<file path="config.mk">
export PLATFORM = sky130hd
export DESIGN_NAME = fourth_order_state_space_filter
export DESIGN_NICKNAME = d
export VERILOG_FILES = /design/src/hdl/fossf_pkg.sv /design/src/hdl/fossf_mac.sv /design/src/hdl/fourth_order_state_space_filter.sv
export SDC_FILE = /design/constraint.sdc
export NUM_CORES = 2
export LEC_CHECK = 0
export ABC_AREA = 1
export BUFFER_PORTS_ARGS = -buffer_cell sky130_fd_sc_hd__buf_4
export CORE_MARGIN = 2
export CORE_UTILIZATION = 58
export DETAILED_ROUTE_END_ITERATION = 10
export GPL_TIMING_DRIVEN = 0
export PLACE_DENSITY_LB_ADDON = 0.3
export SKIP_LAST_GASP = 1
export SLEW_MARGIN = 20
export SYNTH_ARGS = -nofsm -noshare
export SYNTH_HDL_FRONTEND = slang
export SYNTH_HIERARCHICAL = 1
export SYNTH_SLANG_ARGS = --single-unit
</file>
<file path="constraint.sdc">
create_clock -name clk -period 7.2 [get_ports clk]
set_input_delay 0.36 -clock clk [delete_from_list [all_inputs] [get_ports clk]]
set_output_delay 0.36 -clock clk [all_outputs]
set_load 0.005 [all_outputs]
</file>
<file path="src/hdl/fossf_pkg.sv">
// types, constants and register indexes of the state-space filter
package fossf_pkg;

	localparam int CoefW  = 16;
	localparam int StateW = 32;
	localparam int ProdW  = CoefW + StateW;
	localparam int AccW   = 52;
	localparam int StShift  = 13;
	localparam int OutShift = 7;

	localparam logic signed [AccW-1:0] StRound  = AccW'(4096);
	localparam logic signed [AccW-1:0] OutRound = AccW'(64);

	localparam logic signed [StateW-1:0] StMax = 32'sh7FFF_FFFF;
	localparam logic signed [StateW-1:0] StMin = 32'sh8000_0000;
	localparam logic signed [CoefW-1:0]  OutMax = 16'sh7FFF;
	localparam logic signed [CoefW-1:0]  OutMin = 16'sh8000;

	// row tag 0..3 are state rows, the last one is the output product
	localparam logic [2:0] RowOut = 3'd4;
	// term 0..3 multiply the state, the last term multiplies the input
	localparam logic [2:0] TermIn = 3'd4;

	// configuration register indexes
	localparam logic [2:0] RegARow0   = 3'd0;
	localparam logic [2:0] RegARow1   = 3'd1;
	localparam logic [2:0] RegARow2   = 3'd2;
	localparam logic [2:0] RegARow3   = 3'd3;
	localparam logic [2:0] RegBColumn = 3'd4;
	localparam logic [2:0] RegOutGain = 3'd5;

	// command codes
	localparam logic CmdFilter = 1'b0;
	localparam logic CmdClear  = 1'b1;

	typedef struct packed {
		logic              cmd;
		logic signed [15:0] sample_in;
	} in_t;

	typedef struct packed {
		logic signed [15:0] sample_out;
		logic              saturated;
	} out_t;

	// one operand pair issued to the multiply-accumulate unit
	typedef struct packed {
		logic                     issue;
		logic                     first;
		logic                     last;
		logic [2:0]               tag;
		logic signed [CoefW-1:0]  a;
		logic signed [StateW-1:0] b;
	} mac_req_t;

	// rounded and saturated sum of one row
	typedef struct packed {
		logic                     done;
		logic [2:0]               tag;
		logic signed [StateW-1:0] value;
		logic                     sat;
	} mac_rsp_t;

endpackage

</file>
<file path="src/hdl/fossf_mac.sv">
// shared 16x32 multiply-accumulate unit with rounding and saturation
module fossf_mac (
	input  logic                clk,
	input  logic                arst_n,
	input  fossf_pkg::mac_req_t req,
	output fossf_pkg::mac_rsp_t rsp
);

	logic signed [fossf_pkg::CoefW-1:0]  op_a;
	logic signed [fossf_pkg::StateW-1:0] op_b;
	logic signed [fossf_pkg::ProdW-1:0]  prod_s1;
	logic                                vld_s1;
	logic                                first_s1;
	logic                                last_s1;
	logic [2:0]                          tag_s1;
	logic signed [fossf_pkg::AccW-1:0]   prod_ext;
	logic signed [fossf_pkg::AccW-1:0]   acc_q;
	logic                                done_q;
	logic [2:0]                          tag_q;
	logic signed [fossf_pkg::AccW-1:0]   st_sum;
	logic signed [fossf_pkg::AccW-1:0]   st_sh;
	logic signed [fossf_pkg::AccW-1:0]   out_sum;
	logic signed [fossf_pkg::AccW-1:0]   out_sh;
	logic                                st_ok;
	logic                                out_ok;
	logic signed [fossf_pkg::StateW-1:0] st_val;
	logic signed [fossf_pkg::CoefW-1:0]  out_val;

	assign op_a = req.a;
	assign op_b = req.b;
	assign prod_ext = {{(fossf_pkg::AccW - fossf_pkg::ProdW){prod_s1[fossf_pkg::ProdW-1]}},
		prod_s1};

	// control pipeline
	always_ff @(posedge clk or negedge arst_n) begin
		if (!arst_n) begin
			vld_s1 <= 1'b0;
			done_q <= 1'b0;
		end else begin
			vld_s1 <= req.issue;
			done_q <= vld_s1 & last_s1;
		end
	end

	// multiply stage
	always_ff @(posedge clk) begin
		if (req.issue) begin
			prod_s1  <= op_a * op_b;
			first_s1 <= req.first;
			last_s1  <= req.last;
			tag_s1   <= req.tag;
		end
	end

	// accumulate stage
	always_ff @(posedge clk) begin
		if (vld_s1) begin
			acc_q <= first_s1 ? prod_ext : acc_q + prod_ext;
			tag_q <= tag_s1;
		end
	end

	// state row: round half up from Q2.13 coefficients and clamp to 32 bits
	assign st_sum = acc_q + fossf_pkg::StRound;
	assign st_sh  = st_sum >>> fossf_pkg::StShift;
	assign st_ok  = (&st_sh[fossf_pkg::AccW-1:fossf_pkg::StateW-1])
		| ~(|st_sh[fossf_pkg::AccW-1:fossf_pkg::StateW-1]);
	assign st_val = st_ok ? st_sh[fossf_pkg::StateW-1:0]
		: (st_sh[fossf_pkg::AccW-1] ? fossf_pkg::StMin : fossf_pkg::StMax);

	// output product: round half up from Q8.7 gain and clamp to 16 bits
	assign out_sum = acc_q + fossf_pkg::OutRound;
	assign out_sh  = out_sum >>> fossf_pkg::OutShift;
	assign out_ok  = (&out_sh[fossf_pkg::AccW-1:fossf_pkg::CoefW-1])
		| ~(|out_sh[fossf_pkg::AccW-1:fossf_pkg::CoefW-1]);
	assign out_val = out_ok ? out_sh[fossf_pkg::CoefW-1:0]
		: (out_sh[fossf_pkg::AccW-1] ? fossf_pkg::OutMin : fossf_pkg::OutMax);

	// result select by row tag
	always_comb begin
		rsp.done = done_q;
		rsp.tag  = tag_q;
		if (tag_q == fossf_pkg::RowOut) begin
			rsp.value = {{(fossf_pkg::StateW - fossf_pkg::CoefW){out_val[fossf_pkg::CoefW-1]}},
				out_val};
			rsp.sat   = ~out_ok;
		end else begin
			rsp.value = st_val;
			rsp.sat   = ~st_ok;
		end
	end

endmodule

</file>
<file path="src/hdl/fourth_order_state_space_filter.sv">
// Fourth-order state-space filter: per sample, x' = A*x + B*sample_in on four
// signed 32-bit states, then sample_out = loop2_current * out_gain, rounded and
// saturated. All 21 products go through one shared 16x32 multiply-accumulate unit
// with a two-stage pipeline, one product per clock. A filter transaction issues
// its products, captures the output product and loads it into the output
// register once that is free; a clear transaction zeroes the state and loads a
// zero result. in_ready is high only while the sequencer is idle; a result may
// wait in the output register while the next input transaction is accepted. The
// configuration port is always ready and must only be written while idle.
module fourth_order_state_space_filter (
	input  logic             clk,
	input  logic             arst_n,
	input  logic             in_valid,
	output logic             in_ready,
	input  fossf_pkg::in_t   in_item,
	output logic             out_valid,
	input  logic             out_ready,
	output fossf_pkg::out_t  out_item,
	input  logic             cfg_valid,
	output logic             cfg_ready,
	input  logic [2:0]       cfg_index,
	input  logic [63:0]      cfg_data
);

	typedef enum logic [1:0] {
		ST_IDLE,
		ST_RUN,
		ST_WAIT,
		ST_FIN
	} state_t;

	state_t                              state_q;
	logic [63:0]                         a_row_q [4];
	logic [63:0]                         b_col_q;
	logic signed [15:0]                  gain_q;
	logic signed [fossf_pkg::StateW-1:0] x_q  [4];
	logic signed [fossf_pkg::StateW-1:0] nx_q [4];
	logic signed [15:0]                  vin_q;
	logic [2:0]                          row_q;
	logic [2:0]                          term_q;
	logic                                sat_q;
	fossf_pkg::out_t                     res_q;
	fossf_pkg::out_t                     out_q;
	logic                                out_valid_q;
	fossf_pkg::mac_req_t                 req;
	fossf_pkg::mac_rsp_t                 rsp;
	logic                                in_fire;

	assign in_ready  = (state_q == ST_IDLE);
	assign in_fire   = in_valid & in_ready;
	assign out_valid = out_valid_q;
	assign out_item  = out_q;
	assign cfg_ready = 1'b1;

	// configuration registers
	always_ff @(posedge clk or negedge arst_n) begin
		if (!arst_n) begin
			for (int i = 0; i < 4; i++) begin
				a_row_q[i] <= '0;
			end
			b_col_q <= '0;
			gain_q  <= '0;
		end else if (cfg_valid) begin
			unique case (cfg_index)
				fossf_pkg::RegARow0:   a_row_q[0] <= cfg_data;
				fossf_pkg::RegARow1:   a_row_q[1] <= cfg_data;
				fossf_pkg::RegARow2:   a_row_q[2] <= cfg_data;
				fossf_pkg::RegARow3:   a_row_q[3] <= cfg_data;
				fossf_pkg::RegBColumn: b_col_q    <= cfg_data;
				fossf_pkg::RegOutGain: gain_q     <= cfg_data[15:0];
				default: ;
			endcase
		end
	end

	// operand select for the shared unit
	always_comb begin
		req.issue = (state_q == ST_RUN);
		req.first = (term_q == 3'd0) | (row_q == fossf_pkg::RowOut);
		req.last  = (term_q == fossf_pkg::TermIn) | (row_q == fossf_pkg::RowOut);
		req.tag   = row_q;
		if (row_q == fossf_pkg::RowOut) begin
			req.a = gain_q;
			req.b = nx_q[1];
		end else if (term_q == fossf_pkg::TermIn) begin
			req.a = b_col_q[{row_q[1:0], 4'b0000} +: 16];
			req.b = {{(fossf_pkg::StateW - 16){vin_q[15]}}, vin_q};
		end else begin
			req.a = a_row_q[row_q[1:0]][{term_q[1:0], 4'b0000} +: 16];
			req.b = x_q[term_q[1:0]];
		end
	end

	fossf_mac u_mac (
		.clk    (clk),
		.arst_n (arst_n),
		.req    (req),
		.rsp    (rsp)
	);

	// sequencer, state vector and output register
	always_ff @(posedge clk or negedge arst_n) begin
		if (!arst_n) begin
			state_q     <= ST_IDLE;
			row_q       <= '0;
			term_q      <= '0;
			sat_q       <= 1'b0;
			vin_q       <= '0;
			res_q       <= '0;
			out_q       <= '0;
			out_valid_q <= 1'b0;
			for (int i = 0; i < 4; i++) begin
				x_q[i]  <= '0;
				nx_q[i] <= '0;
			end
		end else begin
			// result leaves unless the finish step reloads the register
			if (out_valid_q && out_ready && state_q != ST_FIN) begin
				out_valid_q <= 1'b0;
			end
			unique case (state_q)
				ST_IDLE: begin
					if (in_fire) begin
						if (in_item.cmd == fossf_pkg::CmdClear) begin
							for (int i = 0; i < 4; i++) begin
								x_q[i] <= '0;
							end
							res_q   <= '0;
							state_q <= ST_FIN;
						end else begin
							vin_q   <= in_item.sample_in;
							row_q   <= '0;
							term_q  <= '0;
							sat_q   <= 1'b0;
							state_q <= ST_RUN;
						end
					end
				end
				ST_RUN: begin
					if (row_q == fossf_pkg::RowOut) begin
						state_q <= ST_WAIT;
					end else if (term_q == fossf_pkg::TermIn) begin
						term_q <= '0;
						row_q  <= row_q + 3'd1;
					end else begin
						term_q <= term_q + 3'd1;
					end
				end
				ST_WAIT: begin
					if (rsp.done && rsp.tag == fossf_pkg::RowOut) begin
						res_q.sample_out <= rsp.value[15:0];
						res_q.saturated  <= sat_q | rsp.sat;
						for (int i = 0; i < 4; i++) begin
							x_q[i] <= nx_q[i];
						end
						state_q <= ST_FIN;
					end
				end
				ST_FIN: begin
					if (!out_valid_q || out_ready) begin
						out_q       <= res_q;
						out_valid_q <= 1'b1;
						state_q     <= ST_IDLE;
					end
				end
				default: state_q <= ST_IDLE;
			endcase
			// capture finished state rows
			if (rsp.done && rsp.tag != fossf_pkg::RowOut) begin
				nx_q[rsp.tag[1:0]] <= rsp.value;
				sat_q              <= sat_q | rsp.sat;
			end
		end
	end

endmodule

</file>
==> results by group <==
Placed design
  • RD Place Congestion: 1.04
  • Dpl cell area: 0.0609 mm2
  • Worst slack, placed: -3020 ps
  • Dpl hpwl: 160000 um
  • IO buf count: 107
  • Inst Count DP: 8980

Drt
  • Vias: 56100
  • Post-DRT Antenna Nets: 0
  • Vias per cell: 5.98
  • Drt pass-1 iters: 7
  • WL final: 223000 um
  • DRC viols: 0
  • Routed wire length per instance: 23.7 um
  • DRT iter0 DRCs: 7340

Job
  • Max-cap violations: 0

STA
  • Achievable Freq: 0.130 GHz
  • Unrepaired setup endpoints after global routing: true
  • Relative slew slack: 20.0%
  • Period utilisation layout: 107%
  • Slew Viols, Final: 0
  • Hold Fails Final Rpt: 0
  • Worst Setup Slack, final: -479 ps
  • Post-Route Setup TNS: -9790 ps
  • Count of final setup violators: 28
  • Worst-Margin Slew: 1200 ps
  • Clock skew: 42.1 ps
  • Minimum clock period: 7680 ps

Critical path
  • Crit path max fanout: 8
  • CP Data Required Time: 7610 ps
  • Arr. time, crit path: 8090 ps
  • CP max-delay cell: fa_1
  • Crit-path max cell delay: 530 ps
  • CP Launch Type: flip-flop
  • Crit Path Category: reg2reg
  • Setup crit end kind: flip-flop
  • R2R Path Start: row_q[1]$_DFFE_PN0P_
  • Worst Setup SP: row_q[1]$_DFFE_PN0P_
  • CP most frequent cell: fa_1
  • Flop-to-flop setup slack: -480 ps

Logic synthesis
  • Sequential share of the synthesized area: 33.8%
  • Syn Inst Count: 7566
  • Most instantiated cells after synthesis: nand2_1 (2163), inv_1 (1314), o21ai_0 (833), dfrtp_1 (654), nand3_1 (488)
  • Yosys top cell area share: 28.2%
  • Synthesized cell area: 0.0581 mm2
  • Syn avg cell area: 7.67 um2
  • Mapped Nets: 8318
  • Post-synthesis cell type count: 51
  • Asr flop ratio synth: 85.8%
  • Post-synth EDFFs: 108
  • YS warnings: 6
  • Top cells by area, synth: dfrtp_1 (28%), fa_1 (17%), nand2_1 (14%), inv_1 (8.5%), o21ai_0 (7.2%)
  • Most common cell in the netlist: nand2_1
  • Main flop type after synthesis: dfrtp_1
  • Largest area contributor in the netlist: dfrtp_1
  • Flops & latches, synth: 762

Cells and area
  • Antenna Cells: 0
  • Area grow syn2layout: 21.7%
  • Design area: 0.0707 mm2
  • Share of post-route cells with drive strength above 1: 16.1%
  • Fin nets: 8773
  • Area occupied by multi-input gates: 0.0349 mm2
  • Final Non-Filler Cells: 9383
  • Fillcell total: 7522
  • Register area: 0.0196 mm2

Global route
  • Total GRT Usage: 41.5%
  • Largest net degree at the start of global routing: 101
  • Remaining Overflow, GRT: 0
  • First-pass GRT wire length: 319000 um
  • Initial antenna violation count: 2
  • Vias in the first global route: 53100

Clock tree
  • CTS tree: built
  • Clk buf depth: 3
  • Clk slew on worst S/H paths: 60 ps
  • CTS Sinks: 762
  • H-tree depth: 3
  • Clock latency on the worst-skew pair: 670 ps
  • Clock buffer count from CTS: 83
  • CTS Root Cell: clkbuf_16

Floorplan
  • Die area: 0.103 mm2
  • I/O pin total: 109
  • Die Width: 320 um
  • Core Area: 0.0997 mm2
  • Die Y: 320 um
  • Initial core utilization: 58.2%
  • Cell Rows: 116

Outcome
  • Failing checks: setup timing
  • Status: finished, violations left

Worst hold path
  • Hold path startpoint: cfg_data[27]
  • Worst min-delay path class: in2reg
## kinds of logic after synthesis
| family | Yosys count | synth area share, % |
|---|---|---|
| AO/OA/AOI/OAI | 1185 | 10.6 |
| flip-flops | 762 | 33.8 |
| AND/OR/NAND/NOR | 3130 | 21.9 |
| other | 1 | 0.00646 |
| XOR/XNOR | 117 | 1.77 |
| adder cells (fa/ha/maj) | 663 | 20.6 |
| buffers and inverters | 1708 | 11.4 |
## per-stage QoR
stage	utilization (%)	hold slack (ps)
floorplan	-	64.4
global placement	60.7	403
detailed placement	61.0	320
CTS	68.3	3.06
global route	70.9	39.9
finish	70.9	14.0
## worst paths after layout
check	endpoint	cells after the start
max	u_mac/prod_s1[34]$_DFFE_PP_	33
min	a_row_q[91]$_DFFE_PN0P_	3
max reg2reg	u_mac/prod_s1[34]$_DFFE_PP_	33
min reg2reg	u_mac/tag_q[2]$_DFFE_PP_	0
max in group asynchronous	a_row_q[4]$_DFFE_PN0P_	6
min in group asynchronous	a_row_q[160]$_DFFE_PN0P_	2
## placed cells by master (no fill, tap or decap), drive strengths merged, types with 23 or more instances in the layout
cell    count
nand4      26
buf       491
nor2      370
xor2       81
ha        176
dfrtp     654
nand3     494
o21ai     881
edfxtp    108
xnor2      36
a31oi      41
clkbuf    360
a21oi     205
or2        23
nand2    2167
fa        487
inv      1323
clkinv     26
## critical path, delay by kind of cell (launching register included)
family / cells / cell delay [ps]
compound gates: 6 / 1330
xor+xnor: 1 / 110
fa+ha+maj: 8 / 3430
buf+inv: 15 / 1880
flops: 1 / 390
simple gates: 3 / 230
## repair_timing
item                                    in CTS  in global routing
gates cloned                                 8                 11
pin swaps                                  140                278
buffers inserted                           137                 87
endpoints found under the setup margin      42                 37
hold buffers                                17                  0
endpoints found under the hold margin       73                  0
gates resized for setup                    789                519
## state kept, by name, summed over array words and instances (netlist names), 2 cells and up
name           cells
res_q             17
state_q            2
u_mac/acc_q       52
b_col_q           64
u_mac/tag_s1       3
u_mac/tag_q        3
x_q              128
a_row_q          256
u_mac/prod_s1     48
out_item          17
row_q              3
gain_q            16
term_q             3
vin_q             16
nx_q             128
## area by class of cell
| type | count | area share, % |
|---|---|---|
| tap | 1298 | 2.30 |
| timing repair buffer | 373 | 5.00 |
| sequential | 762 | 27.8 |
| buffer | 383 | 4.53 |
| inverter | 1322 | 7.08 |
| clock inverter | 37 | 0.636 |
| multi-input combinational | 5096 | 49.4 |
| clock buffer | 112 | 3.32 |
## routing by layer
metal  up-vias  GRT usage, %  wire (um)
met5         -             0         15
met4         2          20.1      13900
met3       908          13.7      31700
met2      3783          59.6      93900
met1     27100          56.6      83100
li1      24300             -          -
Power is not shown: default switching activity piles up to over one toggle a cycle in this logic, so the estimate is an artifact.
